===== src/design/isoep_pkg.sv =====
// ============================================================================
// isoep_pkg - shared types and constants for the ISO 8601 to epoch-ms block
// Holds the job record that passes from the text parser to the date
// arithmetic, the status codes and the fixed widths of the fields.
// ============================================================================
`default_nettype none

package isoep_pkg;

    // Longest accepted text; a character at this index or beyond is an error.
    localparam int MAX_TEXT_LEN = 32;
    localparam int POS_W        = $clog2(MAX_TEXT_LEN + 1);

    // Field widths
    localparam int YEAR_W  = 14;
    localparam int FIELD_W = 7;
    localparam int MILLI_W = 10;
    localparam int DCNT_W  = 3;

    // Text layout
    localparam logic [POS_W-1:0]  POS_MAX  = POS_W'(MAX_TEXT_LEN);
    localparam logic [POS_W-1:0]  POS_ZONE = POS_W'(19);
    localparam logic [DCNT_W-1:0] ZONE_LEN = DCNT_W'(6);

    // Characters
    localparam logic [7:0] CH_0     = 8'h30;
    localparam logic [7:0] CH_9     = 8'h39;
    localparam logic [7:0] CH_DOT   = 8'h2E;
    localparam logic [7:0] CH_PLUS  = 8'h2B;
    localparam logic [7:0] CH_MINUS = 8'h2D;
    localparam logic [7:0] CH_Z     = 8'h5A;

    // Depth of the queue between parser and arithmetic
    localparam int QUEUE_DEPTH = 2;
    localparam int QPTR_W      = (QUEUE_DEPTH > 1) ? $clog2(QUEUE_DEPTH) : 1;
    localparam int QCNT_W      = $clog2(QUEUE_DEPTH + 1);

    typedef enum logic [1:0] {
        ST_OK        = 2'd0,
        ST_NO_ZONE   = 2'd1,
        ST_MALFORMED = 2'd2
    } t_status;

    typedef struct packed {
        logic [YEAR_W-1:0]  year;
        logic [FIELD_W-1:0] month;
        logic [FIELD_W-1:0] day;
        logic [FIELD_W-1:0] hour;
        logic [FIELD_W-1:0] minute;
        logic [FIELD_W-1:0] second;
        logic [MILLI_W-1:0] milli;
        logic               zone_neg;
        logic [FIELD_W-1:0] zone_hours;
        logic [FIELD_W-1:0] zone_minutes;
        t_status            status;
    } t_job;

    // Queue state seen by both sides
    typedef struct packed {
        logic full;
        logic empty;
    } t_queue_flags;

endpackage

`default_nettype wire


===== src/design/isoep_front.sv =====
// ============================================================================
// isoep_front - character parser
// Takes one character a cycle while the queue is not full, collects the date, time,
// millisecond and zone fields, and hands a finished job with its status to the queue.
// ============================================================================
`default_nettype none

module isoep_front (
    input  logic                 i_clk,
    input  logic                 i_rst_n,
    input  logic                 i_valid,
    output logic                 o_stall,
    input  logic [7:0]           i_text_char,
    input  logic                 i_is_last,
    output logic                 o_push,
    output isoep_pkg::t_job      o_job,
    input  isoep_pkg::t_queue_flags i_qflags
);
    import isoep_pkg::*;

    typedef enum logic [4:0] {
        PH_FIELDS    = 5'b00001,
        PH_MILLI     = 5'b00010,
        PH_SKIP      = 5'b00100,
        PH_ZONE_Z    = 5'b01000,
        PH_ZONE_SIGN = 5'b10000
    } t_phase;

    function automatic logic [YEAR_W-1:0] mac10(input logic [YEAR_W-1:0] x,
                                                input logic [3:0] d);
        mac10 = (x << 3) + (x << 1) + YEAR_W'(d);
    endfunction

    logic [POS_W-1:0]   r_pos, n_pos;
    t_phase             r_phase, n_phase;
    logic [YEAR_W-1:0]  r_year, n_year;
    logic [FIELD_W-1:0] r_month, n_month, r_day, n_day;
    logic [FIELD_W-1:0] r_hour, n_hour, r_minute, n_minute, r_second, n_second;
    logic [MILLI_W-1:0] r_milli, n_milli;
    logic               r_zone_neg, n_zone_neg;
    logic [FIELD_W-1:0] r_zone_hours, n_zone_hours, r_zone_minutes, n_zone_minutes;
    logic               r_err, n_err;
    logic [DCNT_W-1:0]  r_dcnt, n_dcnt;
    logic               r_too_long, n_too_long;

    logic               w_accept;
    logic               w_dig;
    logic [3:0]         w_dv;
    logic               w_marker;
    t_status            w_status;

    assign o_stall  = i_qflags.full;
    assign w_accept = i_valid && !i_qflags.full;
    assign o_push   = w_accept && i_is_last;

    assign w_dig    = i_text_char inside {[CH_0:CH_9]};
    assign w_dv     = w_dig ? 4'(i_text_char - CH_0) : 4'd0;
    assign w_marker = (i_text_char == CH_Z) || (i_text_char == CH_PLUS) ||
                      (i_text_char == CH_MINUS);

    always_comb begin
        n_pos          = r_pos;
        n_phase        = r_phase;
        n_year         = r_year;
        n_month        = r_month;
        n_day          = r_day;
        n_hour         = r_hour;
        n_minute       = r_minute;
        n_second       = r_second;
        n_milli        = r_milli;
        n_zone_neg     = r_zone_neg;
        n_zone_hours   = r_zone_hours;
        n_zone_minutes = r_zone_minutes;
        n_err          = r_err;
        n_dcnt         = r_dcnt;
        n_too_long     = r_too_long;

        if (r_pos >= POS_MAX) begin
            n_too_long = 1'b1;
        end else begin
            n_pos = r_pos + POS_W'(1);
            if (r_phase == PH_FIELDS && r_pos < POS_ZONE) begin
                // fixed-position date and time digits; separators pass unchecked
                case (r_pos[4:0]) inside
                    5'd0, 5'd1, 5'd2, 5'd3: begin
                        if (w_dig) n_year = mac10(r_year, w_dv);
                        else n_err = 1'b1;
                    end
                    5'd5, 5'd6: begin
                        if (w_dig) n_month = FIELD_W'(mac10(YEAR_W'(r_month), w_dv));
                        else n_err = 1'b1;
                    end
                    5'd8, 5'd9: begin
                        if (w_dig) n_day = FIELD_W'(mac10(YEAR_W'(r_day), w_dv));
                        else n_err = 1'b1;
                    end
                    5'd11, 5'd12: begin
                        if (w_dig) n_hour = FIELD_W'(mac10(YEAR_W'(r_hour), w_dv));
                        else n_err = 1'b1;
                    end
                    5'd14, 5'd15: begin
                        if (w_dig) n_minute = FIELD_W'(mac10(YEAR_W'(r_minute), w_dv));
                        else n_err = 1'b1;
                    end
                    5'd17, 5'd18: begin
                        if (w_dig) n_second = FIELD_W'(mac10(YEAR_W'(r_second), w_dv));
                        else n_err = 1'b1;
                    end
                    default: begin
                    end
                endcase
            end else if (r_phase inside {PH_FIELDS, PH_MILLI, PH_SKIP}) begin
                if (w_marker) begin
                    if (r_phase == PH_MILLI && r_dcnt == '0) n_err = 1'b1;
                    n_phase    = (i_text_char == CH_Z) ? PH_ZONE_Z : PH_ZONE_SIGN;
                    n_zone_neg = (i_text_char == CH_MINUS);
                    n_dcnt     = DCNT_W'(1);
                end else if (r_phase == PH_FIELDS) begin
                    n_phase = (i_text_char == CH_DOT) ? PH_MILLI : PH_SKIP;
                    n_dcnt  = '0;
                end else if (r_phase == PH_MILLI) begin
                    if (w_dig) begin
                        n_milli = MILLI_W'(mac10(YEAR_W'(r_milli), w_dv));
                        n_dcnt  = r_dcnt + DCNT_W'(1);
                        if (r_dcnt >= DCNT_W'(2)) n_phase = PH_SKIP;
                    end else begin
                        if (r_dcnt == '0) n_err = 1'b1;
                        n_phase = PH_SKIP;
                    end
                end
            end else if (r_phase == PH_ZONE_Z) begin
                n_err = 1'b1;
            end else begin
                // sign zone: HH, separator, MM
                case (r_dcnt) inside
                    3'd1, 3'd2: begin
                        if (!w_dig) n_err = 1'b1;
                        n_zone_hours = FIELD_W'(mac10(YEAR_W'(r_zone_hours), w_dv));
                    end
                    3'd4, 3'd5: begin
                        if (!w_dig) n_err = 1'b1;
                        n_zone_minutes = FIELD_W'(mac10(YEAR_W'(r_zone_minutes), w_dv));
                    end
                    3'd6, 3'd7: begin
                        n_err = 1'b1;
                    end
                    default: begin
                    end
                endcase
                if (r_dcnt < ZONE_LEN) n_dcnt = r_dcnt + DCNT_W'(1);
            end
        end
    end

    always_comb begin
        if (n_too_long) begin
            w_status = ST_MALFORMED;
        end else if (n_phase inside {PH_FIELDS, PH_MILLI, PH_SKIP}) begin
            w_status = ST_NO_ZONE;
        end else if (n_err) begin
            w_status = ST_MALFORMED;
        end else if (n_month < FIELD_W'(1) || n_month > FIELD_W'(12)) begin
            w_status = ST_MALFORMED;
        end else if (n_phase == PH_ZONE_SIGN && n_dcnt != ZONE_LEN) begin
            w_status = ST_MALFORMED;
        end else begin
            w_status = ST_OK;
        end
    end

    always_comb begin
        o_job.year         = n_year;
        o_job.month        = n_month;
        o_job.day          = n_day;
        o_job.hour         = n_hour;
        o_job.minute       = n_minute;
        o_job.second       = n_second;
        o_job.milli        = n_milli;
        o_job.zone_neg     = n_zone_neg;
        o_job.zone_hours   = n_zone_hours;
        o_job.zone_minutes = n_zone_minutes;
        o_job.status       = w_status;
    end

    always_ff @(posedge i_clk) begin
        if (!i_rst_n || (w_accept && i_is_last)) begin
            r_pos          <= '0;
            r_phase        <= PH_FIELDS;
            r_year         <= '0;
            r_month        <= '0;
            r_day          <= '0;
            r_hour         <= '0;
            r_minute       <= '0;
            r_second       <= '0;
            r_milli        <= '0;
            r_zone_neg     <= 1'b0;
            r_zone_hours   <= '0;
            r_zone_minutes <= '0;
            r_err          <= 1'b0;
            r_dcnt         <= '0;
            r_too_long     <= 1'b0;
        end else if (w_accept) begin
            r_pos          <= n_pos;
            r_phase        <= n_phase;
            r_year         <= n_year;
            r_month        <= n_month;
            r_day          <= n_day;
            r_hour         <= n_hour;
            r_minute       <= n_minute;
            r_second       <= n_second;
            r_milli        <= n_milli;
            r_zone_neg     <= n_zone_neg;
            r_zone_hours   <= n_zone_hours;
            r_zone_minutes <= n_zone_minutes;
            r_err          <= n_err;
            r_dcnt         <= n_dcnt;
            r_too_long     <= n_too_long;
        end
    end

endmodule

`default_nettype wire


===== src/design/isoep_queue.sv =====
// ============================================================================
// isoep_queue - job queue between parser and date arithmetic
// A short first-in first-out store of parsed jobs.
// ============================================================================
`default_nettype none

module isoep_queue (
    input  logic                     i_clk,
    input  logic                     i_rst_n,
    input  logic                     i_push,
    input  isoep_pkg::t_job          i_job,
    input  logic                     i_pop,
    output isoep_pkg::t_job          o_job,
    output isoep_pkg::t_queue_flags  o_flags
);
    import isoep_pkg::*;

    localparam logic [QPTR_W-1:0] PTR_LAST = QPTR_W'(QUEUE_DEPTH - 1);

    t_job               r_slot [QUEUE_DEPTH];
    logic [QPTR_W-1:0]  r_wr_ptr, r_rd_ptr;
    logic [QCNT_W-1:0]  r_count;

    assign o_flags.full  = (r_count == QCNT_W'(QUEUE_DEPTH));
    assign o_flags.empty = (r_count == '0);
    assign o_job         = r_slot[r_rd_ptr];

    always_ff @(posedge i_clk) begin
        if (i_push) r_slot[r_wr_ptr] <= i_job;
    end

    always_ff @(posedge i_clk) begin
        if (!i_rst_n) begin
            r_wr_ptr <= '0;
            r_rd_ptr <= '0;
            r_count  <= '0;
        end else begin
            if (i_push) r_wr_ptr <= (r_wr_ptr == PTR_LAST) ? '0 : r_wr_ptr + QPTR_W'(1);
            if (i_pop)  r_rd_ptr <= (r_rd_ptr == PTR_LAST) ? '0 : r_rd_ptr + QPTR_W'(1);
            case ({i_push, i_pop})
                2'b10:   r_count <= r_count + QCNT_W'(1);
                2'b01:   r_count <= r_count - QCNT_W'(1);
                default: r_count <= r_count;
            endcase
        end
    end

endmodule

`default_nettype wire


===== src/design/isoep_back.sv =====
// ============================================================================
// isoep_back - date arithmetic sequencer
// Turns one parsed job into epoch milliseconds with a single shared
// multiply-accumulate unit, one step a cycle, and holds the result.
// ============================================================================
`default_nettype none

module isoep_back (
    input  logic                  i_clk,
    input  logic                  i_rst_n,
    input  logic                  i_job_valid,
    input  isoep_pkg::t_job       i_job,
    output logic                  o_pop,
    output logic                  o_valid,
    input  logic                  i_stall,
    output logic signed [48:0]    o_epoch_ms,
    output logic [1:0]            o_status
);
    import isoep_pkg::*;

    localparam int DAYS_W  = 25;
    localparam int ACC_W   = 50;
    localparam int MULA_W  = 25;
    localparam int MULB_W  = 28;
    localparam int RECIP_SHIFT = 20;

    localparam logic signed [MULB_W-1:0] K_YEAR_DAYS = 28'sd365;
    localparam logic signed [MULB_W-1:0] K_RECIP_100 = 28'sd10486;
    localparam logic signed [MULB_W-1:0] K_DAY_MS    = 28'sd86400000;
    localparam logic signed [MULB_W-1:0] K_HOUR_MS   = 28'sd3600000;
    localparam logic signed [MULB_W-1:0] K_MIN_MS    = 28'sd60000;
    localparam logic signed [MULB_W-1:0] K_SEC_MS    = 28'sd1000;
    // days from 0000-03-01 (shifted one 400-year era) to 1970-01-01, plus one
    localparam logic [DAYS_W-1:0]        DAYS_BIAS   = 25'd865566;
    localparam logic [YEAR_W-1:0]        YY_OFFSET   = 14'd400;

    typedef enum logic [11:0] {
        BK_IDLE = 12'b000000000001,
        BK_Y365 = 12'b000000000010,
        BK_Q100 = 12'b000000000100,
        BK_Q400 = 12'b000000001000,
        BK_DAYS = 12'b000000010000,
        BK_MSD  = 12'b000000100000,
        BK_HR   = 12'b000001000000,
        BK_MIN  = 12'b000010000000,
        BK_SEC  = 12'b000100000000,
        BK_ZH   = 12'b001000000000,
        BK_ZM   = 12'b010000000000,
        BK_DONE = 12'b100000000000
    } t_bk_state;

    // days before the first of the month, year taken to start in March
    function automatic logic [8:0] doy_base(input logic [FIELD_W-1:0] month);
        case (month)
            7'd3:    doy_base = 9'd0;
            7'd4:    doy_base = 9'd31;
            7'd5:    doy_base = 9'd61;
            7'd6:    doy_base = 9'd92;
            7'd7:    doy_base = 9'd122;
            7'd8:    doy_base = 9'd153;
            7'd9:    doy_base = 9'd184;
            7'd10:   doy_base = 9'd214;
            7'd11:   doy_base = 9'd245;
            7'd12:   doy_base = 9'd275;
            7'd1:    doy_base = 9'd306;
            7'd2:    doy_base = 9'd337;
            default: doy_base = 9'd0;
        endcase
    endfunction

    t_bk_state                  r_state;
    t_job                       r_job;
    logic [YEAR_W-1:0]          r_yy;
    logic [DAYS_W-1:0]          r_days;
    logic [ACC_W-1:0]           r_acc;
    logic                       r_o_valid;
    logic [48:0]                r_o_epoch;
    t_status                    r_o_status;

    logic signed [MULA_W-1:0]        w_mul_a;
    logic signed [MULB_W-1:0]        w_mul_b;
    logic signed [MULA_W+MULB_W-1:0] w_prod;
    logic [YEAR_W-1:0]               w_quot;
    logic                            w_load;

    assign o_pop      = (r_state == BK_IDLE) && i_job_valid;
    assign w_load     = (r_state == BK_DONE) && (!r_o_valid || !i_stall);
    assign o_valid    = r_o_valid;
    assign o_epoch_ms = $signed(r_o_epoch);
    assign o_status   = r_o_status;

    always_comb begin
        w_mul_a = '0;
        w_mul_b = '0;
        case (r_state)
            BK_Y365: begin
                w_mul_a = $signed(MULA_W'(r_yy));
                w_mul_b = K_YEAR_DAYS;
            end
            BK_Q100: begin
                w_mul_a = $signed(MULA_W'(r_yy));
                w_mul_b = K_RECIP_100;
            end
            BK_Q400: begin
                w_mul_a = $signed(MULA_W'(r_yy[YEAR_W-1:2]));
                w_mul_b = K_RECIP_100;
            end
            BK_MSD: begin
                w_mul_a = $signed(r_days);
                w_mul_b = K_DAY_MS;
            end
            BK_HR: begin
                w_mul_a = $signed(MULA_W'(r_job.hour));
                w_mul_b = K_HOUR_MS;
            end
            BK_MIN: begin
                w_mul_a = $signed(MULA_W'(r_job.minute));
                w_mul_b = K_MIN_MS;
            end
            BK_SEC: begin
                w_mul_a = $signed(MULA_W'(r_job.second));
                w_mul_b = K_SEC_MS;
            end
            BK_ZH: begin
                w_mul_a = $signed(MULA_W'(r_job.zone_hours));
                w_mul_b = K_HOUR_MS;
            end
            BK_ZM: begin
                w_mul_a = $signed(MULA_W'(r_job.zone_minutes));
                w_mul_b = K_MIN_MS;
            end
            default: begin
            end
        endcase
    end

    assign w_prod = w_mul_a * w_mul_b;
    assign w_quot = w_prod[RECIP_SHIFT +: YEAR_W];

    always_ff @(posedge i_clk) begin
        if (!i_rst_n) begin
            r_state   <= BK_IDLE;
            r_o_valid <= 1'b0;
        end else begin
            case (r_state)
                BK_IDLE: begin
                    if (i_job_valid) begin
                        r_state <= (i_job.status == ST_OK) ? BK_Y365 : BK_DONE;
                    end
                end
                BK_Y365: r_state <= BK_Q100;
                BK_Q100: r_state <= BK_Q400;
                BK_Q400: r_state <= BK_DAYS;
                BK_DAYS: r_state <= BK_MSD;
                BK_MSD:  r_state <= BK_HR;
                BK_HR:   r_state <= BK_MIN;
                BK_MIN:  r_state <= BK_SEC;
                BK_SEC:  r_state <= BK_ZH;
                BK_ZH:   r_state <= BK_ZM;
                BK_ZM:   r_state <= BK_DONE;
                BK_DONE: begin
                    if (w_load) r_state <= BK_IDLE;
                end
                default: r_state <= BK_IDLE;
            endcase
            if (w_load) r_o_valid <= 1'b1;
            else if (!i_stall) r_o_valid <= 1'b0;
        end
    end

    always_ff @(posedge i_clk) begin
        case (r_state)
            BK_IDLE: begin
                if (i_job_valid) begin
                    r_job <= i_job;
                    // shift one era forward so that every quotient is non-negative
                    r_yy  <= i_job.year + YY_OFFSET -
                             YEAR_W'(i_job.month <= FIELD_W'(2));
                end
            end
            BK_Y365: r_days <= DAYS_W'(w_prod);
            BK_Q100: r_days <= r_days - DAYS_W'(w_quot);
            BK_Q400: r_days <= r_days + DAYS_W'(w_quot);
            BK_DAYS: r_days <= r_days + DAYS_W'(r_yy[YEAR_W-1:2]) +
                               DAYS_W'(doy_base(r_job.month)) +
                               DAYS_W'(r_job.day) - DAYS_BIAS;
            BK_MSD:  r_acc <= w_prod[ACC_W-1:0] + ACC_W'(r_job.milli);
            BK_HR, BK_MIN, BK_SEC: r_acc <= r_acc + w_prod[ACC_W-1:0];
            BK_ZH, BK_ZM: begin
                if (r_job.zone_neg) r_acc <= r_acc + w_prod[ACC_W-1:0];
                else r_acc <= r_acc - w_prod[ACC_W-1:0];
            end
            BK_DONE: begin
                if (w_load) begin
                    r_o_epoch  <= (r_job.status == ST_OK) ? r_acc[48:0] : '0;
                    r_o_status <= r_job.status;
                end
            end
            default: begin
            end
        endcase
    end

endmodule

`default_nettype wire


===== src/design/iso8601_text_to_epoch_ms.sv =====
// ============================================================================
// iso8601_text_to_epoch_ms - ISO 8601 timestamp text to Unix epoch ms
// Streams timestamp text in a byte at a time and returns signed epoch
// milliseconds with a status for each timestamp.
// ============================================================================
// Feed the text one ASCII byte per item, first character first, with
// i_is_last set on the final byte; exactly one result comes back per
// timestamp, none for the other bytes. The layout is fixed: year at 0-3,
// month 5-6, day 8-9, hour 11-12, minute 14-15, second 17-18, then an
// optional '.' with up to three millisecond digits (taken at face value),
// then 'Z' or a signed HH:MM offset that is subtracted. Status 0 is good,
// 1 means no zone marker was found, 2 means malformed or over-long text;
// o_epoch_ms is zero whenever status is not 0. Rate: the parser takes one
// byte every cycle while o_stall is low. The date arithmetic runs on one
// shared multiply-accumulate unit and steps through BK_Y365 to BK_ZM for a
// good timestamp, but goes from BK_IDLE straight to BK_DONE for a rejected
// one; a two-entry job queue sits between them, so the parser can take the
// next text while a job is converted, and o_stall holds it back only while
// the queue is full. A result waits in the output register while the next
// text is being parsed. o_valid rises when BK_DONE loads that register.
// ============================================================================
`default_nettype none

module iso8601_text_to_epoch_ms (
    input  logic                i_clk,
    input  logic                i_rst_n,
    input  logic                i_valid,
    output logic                o_stall,
    input  logic [7:0]          i_text_char,
    input  logic                i_is_last,
    output logic                o_valid,
    input  logic                i_stall,
    output logic signed [48:0]  o_epoch_ms,
    output logic [1:0]          o_status
);
    import isoep_pkg::*;

    logic          w_push;
    logic          w_pop;
    t_job          w_front_job;
    t_job          w_queue_job;
    t_queue_flags  w_qflags;

    // Parse characters and emit one job per timestamp
    isoep_front u_front (
        .i_clk       (i_clk),
        .i_rst_n     (i_rst_n),
        .i_valid     (i_valid),
        .o_stall     (o_stall),
        .i_text_char (i_text_char),
        .i_is_last   (i_is_last),
        .o_push      (w_push),
        .o_job       (w_front_job),
        .i_qflags    (w_qflags)
    );

    // Hold parsed jobs so parsing and arithmetic stall independently
    isoep_queue u_queue (
        .i_clk   (i_clk),
        .i_rst_n (i_rst_n),
        .i_push  (w_push),
        .i_job   (w_front_job),
        .i_pop   (w_pop),
        .o_job   (w_queue_job),
        .o_flags (w_qflags)
    );

    // Convert each job to epoch milliseconds and present the result
    isoep_back u_back (
        .i_clk       (i_clk),
        .i_rst_n     (i_rst_n),
        .i_job_valid (!w_qflags.empty),
        .i_job       (w_queue_job),
        .o_pop       (w_pop),
        .o_valid     (o_valid),
        .i_stall     (i_stall),
        .o_epoch_ms  (o_epoch_ms),
        .o_status    (o_status)
    );

    // A job is never pushed into a full queue
    a_push_not_full: assert property (@(posedge i_clk) disable iff (!i_rst_n)
        w_push |-> !w_qflags.full)
        else $error("job pushed into a full queue");

    // The arithmetic side only pops a job that is present
    a_pop_not_empty: assert property (@(posedge i_clk) disable iff (!i_rst_n)
        w_pop |-> !w_qflags.empty)
        else $error("job popped from an empty queue");

    // A rejected timestamp always reports zero milliseconds
    a_error_zero: assert property (@(posedge i_clk) disable iff (!i_rst_n)
        (o_valid && o_status != ST_OK) |-> (o_epoch_ms == '0))
        else $error("non-zero epoch on an error result");

    // A pushed job reaches the arithmetic side no earlier than the next cycle
    a_pop_after_push: assert property (@(posedge i_clk) disable iff (!i_rst_n)
        (w_qflags.empty && !w_push) |=> !w_pop)
        else $error("job popped without having been pushed");

endmodule

`default_nettype wire

===== config.mk =====
export PLATFORM = sky130hd
export DESIGN_NAME = iso8601_text_to_epoch_ms
export DESIGN_NICKNAME = d
export VERILOG_FILES = /design/src/design/isoep_pkg.sv /design/src/design/isoep_front.sv /design/src/design/isoep_queue.sv /design/src/design/isoep_back.sv /design/src/design/iso8601_text_to_epoch_ms.sv
export SDC_FILE = /design/constraint.sdc
export NUM_CORES = 2
export LEC_CHECK = 0
export BUFFER_PORTS_ARGS = -buffer_cell sky130_fd_sc_hd__clkbuf_2
export CAP_MARGIN = 5
export CORE_ASPECT_RATIO = 0.9
export CORE_MARGIN = 2
export CORE_UTILIZATION = 45
export CTS_CLUSTER_SIZE = 40
export DETAILED_ROUTE_END_ITERATION = 6
export SYNTH_ARGS = -nofsm -noshare
export SYNTH_HDL_FRONTEND = slang
export SYNTH_SLANG_ARGS = --single-unit

===== constraint.sdc =====
create_clock -name i_clk -period 15.4 [get_ports i_clk]
set_clock_uncertainty 0.1 [all_clocks]
set_input_delay 0.77 -clock i_clk [delete_from_list [all_inputs] [get_ports i_clk]]
set_output_delay 0.77 -clock i_clk [all_outputs]
set_load 0.01 [all_outputs]

==> metrics.csv <==
metric,value,unit
synth-simple-area-share,0.117,
synthFlopType,edfxtp_1,
drtAntennaViolNets,0,
synth.area.mux_share,0.0301,
drc,0,
synth_top_family_by_area,adder cells,
whs_path_depth,2,
hold_viol,0,
wl,135000,um
grt-busiest-layer,met2,
synth-edff-count,353,
cts_sinks,470,
fin_crit,13.36,ns
synth_largest_area_cell,edfxtp_1,
vias_per_cell,5.38,
ff2ff_setup_slack,2.04,ns
htree_levels,2,
crit_path_start_kind,flip-flop,
fin_crit_sh,0.867,
post_cts_buffers,0,
die_h,319,um
avgSynthCellArea,9.66,um^2
cts_buffer_depth,3,
syn-cell-area,0.0496,mm^2
yosysMostFrequentCell,inv_1,
cts_hold_buf,0,
reg2regPathDepth,44,
setup-tns-final,0,ns
drive_above_1_share,0.0725,
via_count,36700,
netlist_top_cells_count,"inv_1 (891), ha_1 (565), fa_1 (490), nor2_1 (368), edfxtp_1 (353)",
ys_ff_latch,470,
placementRows,115,
met2_usage,0.398,
ys_seq_area_frac,0.261,
io_buffers,65,
worst-setup-path-type,flip-flop to flip-flop,
status,finished clean,
finalMaxSlewViolations,0,
areaGrowthSynthToFinish,8.70,%
overflow,0,
finalSetupViolations,0,
synth_xor_area_frac,0.0412,
grt_usage,0.240,
drt_iter0_drc,2533,
cts_buffers,53,
maxCapViolations,0,
ioPinCount,66,
async_reset_ff_frac,0,
whs_endpoint,u_front.r_zone_hours[6]$_SDFFE_PP0P_,
crit_required,15.67,ns
die-area,0.113,mm^2
root_buffer,clkbuf_16,
place_hpwl,110000,um
cts_tree,yes,
design.core.area,0.109,mm^2
path_clk_slew,0.06,ns
worstReg2RegEnd,u_back.r_days[23]$_DFFE_PP_,
dieWidth,354,um
nets,6373,
grt_pass1_wl,212000,um
ys_warn_count,0,
crit_path_max_incr_delay,0.84,ns
initial_utilization,0.454,
fillers,10300,
crit_top_cell,fa_1,
syn_inst,5131,
antenna_found_initial,1,
synth_area_leaders,"edfxtp_1 (21%), fa_1 (20%), ha_1 (14%)",
max_slew_margin,0.231,
yosys.area.top_type_share,0.214,
hold_class,flip-flop to flip-flop,
dr.pass1.iters,6,
cts_resized,0,
grt_util_met3,0.0260,
wl_per_cell,19.8,um
worst-slew-pin-transition,1.15,ns
synth_compound_area_frac,0.131,
grt_max_degree,90,
use_met1,0.337,
critPathSlowestCell,nor4_2,
synth_cell_type_count,104,
clk_latency,0.63,ns
grt_pass1_vias,36800,
globalplace.congestion,0.961,
arrival,13.63,ns
end_kind,flip-flop,
rsz0062_at_grt,no,
path_max_fanout,13,
r2r-start,u_back.r_state[10]$_SDFFE_PN0P_,
hp-start,u_front.r_zone_hours[6]$_SDFFE_PP0P_,
max_freq,74.9,MHz
synth_adder_area_share,0.340,
worst max-delay path by stage:
stage,startpoint,to,slack [ns],cells past startpoint
2_1_floorplan,u_back.r_state[6]$_SDFFE_PN0P_,u_back.r_acc[45]$_DFFE_PP_,4.21,42
3_3_place_gp,u_back.r_state[3]$_SDFFE_PN0P_,u_back.r_days[23]$_DFFE_PP_,2.38,44
6_report,u_back.r_state[10]$_SDFFE_PN0P_,u_back.r_days[23]$_DFFE_PP_,2.04,44
4_1_cts,u_back.r_state[6]$_SDFFE_PN0P_,u_back.r_days[23]$_DFFE_PP_,2.32,42
5_1_grt,u_back.r_state[4]$_SDFFE_PN0P_,u_back.r_days[23]$_DFFE_PP_,1.34,42
3_5_place_dp,u_back.r_state[6]$_SDFFE_PN0P_,u_back.r_days[23]$_DFFE_PP_,2.34,42
routing by layer:
layer,routed length [um],vias up
li1,-,17600
met1,61600,18000
met2,63600,953
met3,6960,154
met4,3040,0
met5,0,-
cell type report:
class,count,area [um^2],area share
inverters,893,3350,0.0622
clock inverters,27,235,0.00437
repair buffers,114,693,0.0129
diodes,1,2.50,0.0000464
flip-flops and latches,470,12900,0.240
clock buffers,73,1430,0.0266
well taps,1462,1830,0.0339
multi-input cells,3773,33400,0.620
sequential cells by signal (all words and copies together) (netlist names), 10 cells and up, named ones only:
signal / flops
u_back.r_state: 12
u_back.r_days: 25
u_back.r_yy: 14
u_back.r_job: 62
u_queue.r_slot: 152
u_front.r_milli: 10
u_front.r_year: 14
u_back.o_epoch_ms: 49
u_back.r_acc: 49
cells by family after synthesis:
kind of cell / after synthesis
simple gates: 1211
fa+ha+maj: 1055
buf+inv: 1043
compound gates: 985
flops: 470
xor+xnor: 230
mux: 135
other cells: 2
cell usage in the layout (no fill, tap or decap), types with 15 or more instances in the layout:
cell type and n:
a211oi_1 29, a21o_1 80, a21oi_1 278, a221oi_1 33, a22oi_1 28, a31oi_1 24
and2_1 96, and3_1 34, buf_4 49, clkbuf_1 18, clkbuf_16 54, clkbuf_2 65
conb_1 157, dfxtp_1 116, edfxtp_1 353, fa_1 490, ha_1 565, inv_1 891
mux2_2 112, mux2i_1 23, nand2_1 341, nand2b_1 32, nand3_1 58, nand4_1 26
nor2_1 365, nor2b_1 35, nor3_1 96, o211ai_1 25, o21a_1 34, o21ai_0 191
o21bai_1 43, o221ai_1 21, o22ai_1 47, o31ai_1 15, or3_1 20, xnor2_1 170
xor2_1 56
worst max-delay path: cells and delay by family, from the launching register on:
| family | cells | cell delay, ns |
|---|---|---|
| flops | 1 | 0.47 |
| fa+ha+maj | 10 | 4.22 |
| simple gates | 11 | 3.32 |
| xor+xnor | 3 | 0.76 |
| compound gates | 15 | 3.74 |
| buf+inv | 5 | 0.45 |
metrics by stage:
step	utilization	cells	setup WS, ns	hold slack (ns)	instance area, um^2
finish	0.493	6813	2.04	0.357	53900
global route	0.493	6812	1.34	0.371	53900
CTS	0.493	6812	2.32	0.354	53900
detailed placement	0.478	6712	2.34	0.349	52200
global placement	0.478	6712	2.38	0.340	52200
floorplan	-	5286	4.21	0.334	50200
Power is not shown: default switching activity piles up to over one toggle a cycle in this logic, so the estimate is an artifact.
